**src/hw/rtl/mavg_pkg.sv**
```systemverilog
// ----------------------------------------------------------------------------
// Moving average package
// Shared sizes, types and helper functions for the per-channel moving
// average block.
// ----------------------------------------------------------------------------
package mavg_pkg;

	localparam int CHANNELS   = 16;
	localparam int MAX_WINDOW = 64;

	localparam int CH_W      = 4;
	localparam int SMP_W     = 32;
	localparam int CFG_W     = 7;
	localparam int WIN_RESET = 8;

	localparam int WIN_W    = $clog2(MAX_WINDOW + 1);
	localparam int POS_W    = (MAX_WINDOW > 1) ? $clog2(MAX_WINDOW) : 1;
	localparam int CH_IDX_W = (CHANNELS > 1) ? $clog2(CHANNELS) : 1;
	localparam int DEPTH    = CHANNELS * MAX_WINDOW;
	localparam int IDX_W    = (DEPTH > 1) ? $clog2(DEPTH) : 1;
	localparam int SUM_W    = SMP_W + $clog2(MAX_WINDOW) + 1;
	localparam int CNT_W    = $clog2(SUM_W + 1);

	typedef struct packed {
		logic              wr;
		logic [IDX_W-1:0]  addr;
		logic [SMP_W-1:0]  data;
	} mavg_mem_req_t;

	typedef struct packed {
		logic busy;
		logic done;
	} mavg_div_stat_t;

	// Zero acts as a window of one; values above the maximum are clamped.
	function automatic logic [WIN_W-1:0] eff_window(input logic [CFG_W-1:0] cfg);
		logic [31:0] v;
		v = 32'(cfg);
		if (v == 32'd0) begin
			return WIN_W'(1);
		end
		if (v > 32'(MAX_WINDOW)) begin
			return WIN_W'(MAX_WINDOW);
		end
		return WIN_W'(v);
	endfunction

endpackage

```
**src/hw/rtl/mavg_div.sv**
```systemverilog
// ----------------------------------------------------------------------------
// Moving average serial divider
// Bit-serial restoring divider of a signed running sum by the window size,
// one quotient bit per cycle, truncating toward zero.
// ----------------------------------------------------------------------------
module mavg_div
	import mavg_pkg::*;
(
	input  logic                     clk,
	input  logic                     arst_n,
	input  logic                     start,
	input  logic signed [SUM_W-1:0]  dividend,
	input  logic [WIN_W-1:0]         divisor,
	output mavg_div_stat_t           stat,
	output logic [SMP_W-1:0]         quotient
);

	typedef enum logic [3:0] {
		D_IDLE = 4'b0001,
		D_ABS  = 4'b0010,
		D_STEP = 4'b0100,
		D_FIX  = 4'b1000
	} div_state_t;

	div_state_t        state_q;
	logic              done_q;
	logic              neg_q;
	logic [SUM_W-1:0]  mag_q;
	logic [WIN_W-1:0]  rem_q;
	logic [WIN_W-1:0]  div_q;
	logic [CNT_W-1:0]  cnt_q;
	logic [SMP_W-1:0]  quot_q;

	logic [WIN_W:0]    trial;
	logic              fits;
	logic [WIN_W:0]    diff;

	assign trial = {rem_q, mag_q[SUM_W-1]};
	assign fits  = (trial >= {1'b0, div_q});
	assign diff  = trial - {1'b0, div_q};

	always_ff @(posedge clk or negedge arst_n) begin
		if (!arst_n) begin
			state_q <= D_IDLE;
			done_q  <= 1'b0;
			cnt_q   <= '0;
		end else begin
			done_q <= 1'b0;
			unique case (state_q)
				D_IDLE: begin
					if (start) begin
						state_q <= D_ABS;
					end
				end
				D_ABS: begin
					cnt_q   <= CNT_W'(SUM_W - 1);
					state_q <= D_STEP;
				end
				D_STEP: begin
					if (cnt_q == '0) begin
						state_q <= D_FIX;
					end else begin
						cnt_q <= cnt_q - 1'b1;
					end
				end
				D_FIX: begin
					done_q  <= 1'b1;
					state_q <= D_IDLE;
				end
				default: state_q <= D_IDLE;
			endcase
		end
	end

	always_ff @(posedge clk) begin
		unique case (state_q)
			D_IDLE: begin
				if (start) begin
					mag_q <= dividend;
					neg_q <= dividend[SUM_W-1];
					div_q <= divisor;
				end
			end
			D_ABS: begin
				if (neg_q) begin
					mag_q <= '0 - mag_q;
				end
				rem_q <= '0;
			end
			D_STEP: begin
				rem_q <= fits ? diff[WIN_W-1:0] : trial[WIN_W-1:0];
				mag_q <= {mag_q[SUM_W-2:0], fits};
			end
			D_FIX: begin
				quot_q <= neg_q ? SMP_W'('0 - mag_q) : mag_q[SMP_W-1:0];
			end
			default: begin
			end
		endcase
	end

	assign stat.busy = (state_q != D_IDLE);
	assign stat.done = done_q;
	assign quotient  = quot_q;

endmodule
```
**config.mk**
```make
export PLATFORM = sky130hd
export DESIGN_NAME = mavg_div
export DESIGN_NICKNAME = d
export VERILOG_FILES = /design/src/hw/rtl/mavg_pkg.sv /design/src/hw/rtl/mavg_div.sv
export SDC_FILE = /design/constraint.sdc
export NUM_CORES = 1
export LEC_CHECK = 0
export ABC_AREA = 0
export BUFFER_PORTS_ARGS = -buffer_cell sky130_fd_sc_hd__buf_2
export CORE_ASPECT_RATIO = 0.8
export CORE_MARGIN = 5
export CORE_UTILIZATION = 40
export DETAILED_ROUTE_END_ITERATION = 6
export GPL_ROUTABILITY_DRIVEN = 1
export PLACE_DENSITY = 0.66
export REMOVE_ABC_BUFFERS = 1
export SYNTH_ARGS = -nofsm -noshare
export SYNTH_HDL_FRONTEND = slang
export SYNTH_SLANG_ARGS = --single-unit
```
**constraint.sdc**
```tcl
create_clock -name clk -period 4.9 [get_ports clk]
set_input_delay 0.49 -clock clk [delete_from_list [all_inputs] [get_ports clk]]
set_output_delay 0.49 -clock clk [all_outputs]
set_load 0.01 [all_outputs]
```
==> run metrics <==
maximum vdd drop roughly 190 uV; mapped cell area between 5000 and 6000 sq um; number of buffers between clock root and the deepest sink 2; area growth from synthesis to layout 15.5%; final worst setup slack between 1500 and 2000 ps; register area share after synthesis 0.519; routability congestion estimate ~0.84; clock latency on the worst-skew pair 350 ps; clock slew at the register clock pins of the worst setup and hold paths roughly 60 ps; post-detail-place hpwl about 9.1 mm; number of distinct library cell variants in the gate-level netlist after synthesis 61; vias in the first global route roughly 4200; Yosys top cell area share 0.469; area of the die 16200 sq um; Max Clk Rate 0.331 GHz; total count of max-transition violations in the final report 0; final-layout setup total negative slack 0 ps; Placement Rows 38; sort of element at the start of the critical path flip-flop; antenna diode count 0; DIE HEIGHT approximately 110 um; endpoint class of the critical path flip-flop; buffers inserted during post-CTS setup optimization 0; power per cell area 502 nW/um^2; Min Hold Slack around 2.8 ps; DRC violation count after routing 0; area leader, netlist edfxtp_1; synthesized flop and latch total 97; number of vias after detailed routing 4185; utilization after layout 0.469; clock tree from TritonCTS yes; post-synthesis average cell area 10.8 sq um; ratio of cells with drive above 1 in the final layout 0.215; number of sinks handled by clock tree synthesis 97; antenna violations before repair 0; Overflow after GRT 0; Starting Density 0.406; standby leakage power roughly 2.4 nW; measured slew at the worst slew-check pin 1170 ps; initial DRC count 279; Post-synth EDFFs between 80 and 90; PostCTS Resize Cnt 0; hold buffer count at CTS 0; warning count from the yosys run 0; root cell of the clock tree clkbuf_16; length of the first detailed-routing pass in iterations 5; worst path arrival time about 3000 ps; placeable core area 13600 sq um; number of nets with antenna violations after detailed routing 0; Synth area leaders edfxtp_1 (47%), xnor2_1 (8.4%), dfrtp_1 (4.5%), o21ai_0 (4.5%), a22oi_1 (4.2%); commonest non-fill, non-tap cell in the layout edfxtp_1; total number of H-tree levels 3; final critical path time including I/O delays and setup about 3000 ps; final clock skew 8.06 ps; final count of negative-setup-slack endpoints 0; final hold violation count 0; die span in x ~140 um; pre-CTS setup slack approximately 1900 ps; I/O pin cnt 83; Worst Path Required between 4000 and 5000 ps; setup repair after global routing missed its margin no; GRT Total Usage 0.167; aggregate routed wire length around 13 mm; cell total after placement approximately 740; count of port buffers added during placement ~80; run status completed; crit share post-route 0.617; pin count of the biggest net entering global routing 48; commonest non-fill, non-tap cells in the layout edfxtp_1 (86), buf_2 (82), xnor2_1 (53); post-layout instance count excluding filler cells 758; post-DR vias/cell 5.52; global-route wire length before repair roughly 21 mm; fin nets about 630; MaxCap Viol Count 0; class of the most critical setup path reg -> reg; commonest register cell after synthesis edfxtp_1; average wire per standard cell between 15 and 20 um; maximum fanout along the worst path 39; Cells after Synth roughly 510; worst hold path type in -> async; TritonCTS Buffers 9; Async S/R FF share, synth 0.113; worst slew margin relative to its limit 0.219; number of fillers in the final layout 1271
## synthesized netlist by cell type, types with 10 or more instances
cell / n
edfxtp_1: 86
xnor2_1: 53
o21ai_0: 50
nand2_1: 38
a22oi_1: 31
clkbuf_1: 28
nor2_1: 24
nand3_1: 18
inv_1: 17
nor3_1: 13
a21oi_1: 11
nand4_1: 11
dfrtp_1: 10
ha_1: 10
xor2_1: 10
## worst paths after layout
path | from | endpoint | slack, ps | depth (start not counted)
worst max register to register | state_q[3] | mag_q[2] | 1870 | 6
worst min register to register | cnt_q[0] | cnt_q[0] | 530 | 1
worst min-delay path | arst_n | cnt_q[0] | 3 | 1
max in group asynchronous | arst_n | state_q[0] | 4630 | 1
min in group clk | divisor[3] | div_q[3] | 310 | 1
worst max-delay path | state_q[3] | mag_q[2] | 1870 | 6
## cells by family (layout without fill, tap and decap cells)
group	count (synthesis)	in the layout	synth area share
muxes	3	3	0.00568
buffers and inverters	53	122	0.0407
xor gates and xnor gates	63	63	0.100
and+or+nand+nor	156	156	0.160
adders and majority gates	11	11	0.0264
DFF	97	97	0.519
AOI/OAI and AO/OA	126	126	0.148
## stage by stage
| stage | instance area [sq um] | total power (W) |
|---|---|---|
| CTS | 6360 | 0.00321 |
| finish | 6360 | 0.00319 |
| global placement | 6060 | 0.00245 |
| detailed placement | 6060 | 0.00248 |
| global route | 6360 | 0.00339 |
| floorplan | 5350 | 0.00217 |
## layer usage
| layer | part of all wire | up-vias | GRT usage |
|---|---|---|---|
| met4 | 0.015 | 0 | 0.0542 |
| met3 | 0.067 | 16 | 0.0437 |
| li1 | - | 2016 | - |
| met5 | 0 | - | 0 |
| met2 | 0.46 | 142 | 0.264 |
| met1 | 0.45 | 2011 | 0.225 |
## registers in the layout, indices dropped and copies added, names as in the netlist
| register | flops |
|---|---|
| neg_q | 1 |
| state_q | 4 |
| mag_q | 39 |
| done_q | 1 |
| rem_q | 7 |
| cnt_q | 6 |
| quotient | 32 |
| div_q | 7 |
## where the power goes
part,internal (W),switching (W),total (W)
combinational,0.000408,0.000572,0.000980
clock,0.000424,0.000293,0.000718
sequential,0.00123,0.000265,0.00149
## area by class of cell
cell class	count	area, sq um	share of cell area
clock buffer	14	264	0.0415
clock inverter	2	37.5	0.00590
multi-input combinational	359	2450	0.385
sequential	97	2860	0.450
tap	180	225	0.0354
timing repair buffer	89	463	0.0728
inverter	17	63.8	0.0100
## worst max-delay path, stage by stage, from the launching register on
cell and delay [ps]:
dfrtp_1 430, nor2_1 260, and3_1 470, nor2_2 70
inv_1 270, mux2i_1 200, nor2_4 900
Power figures use the tool's default switching activity.
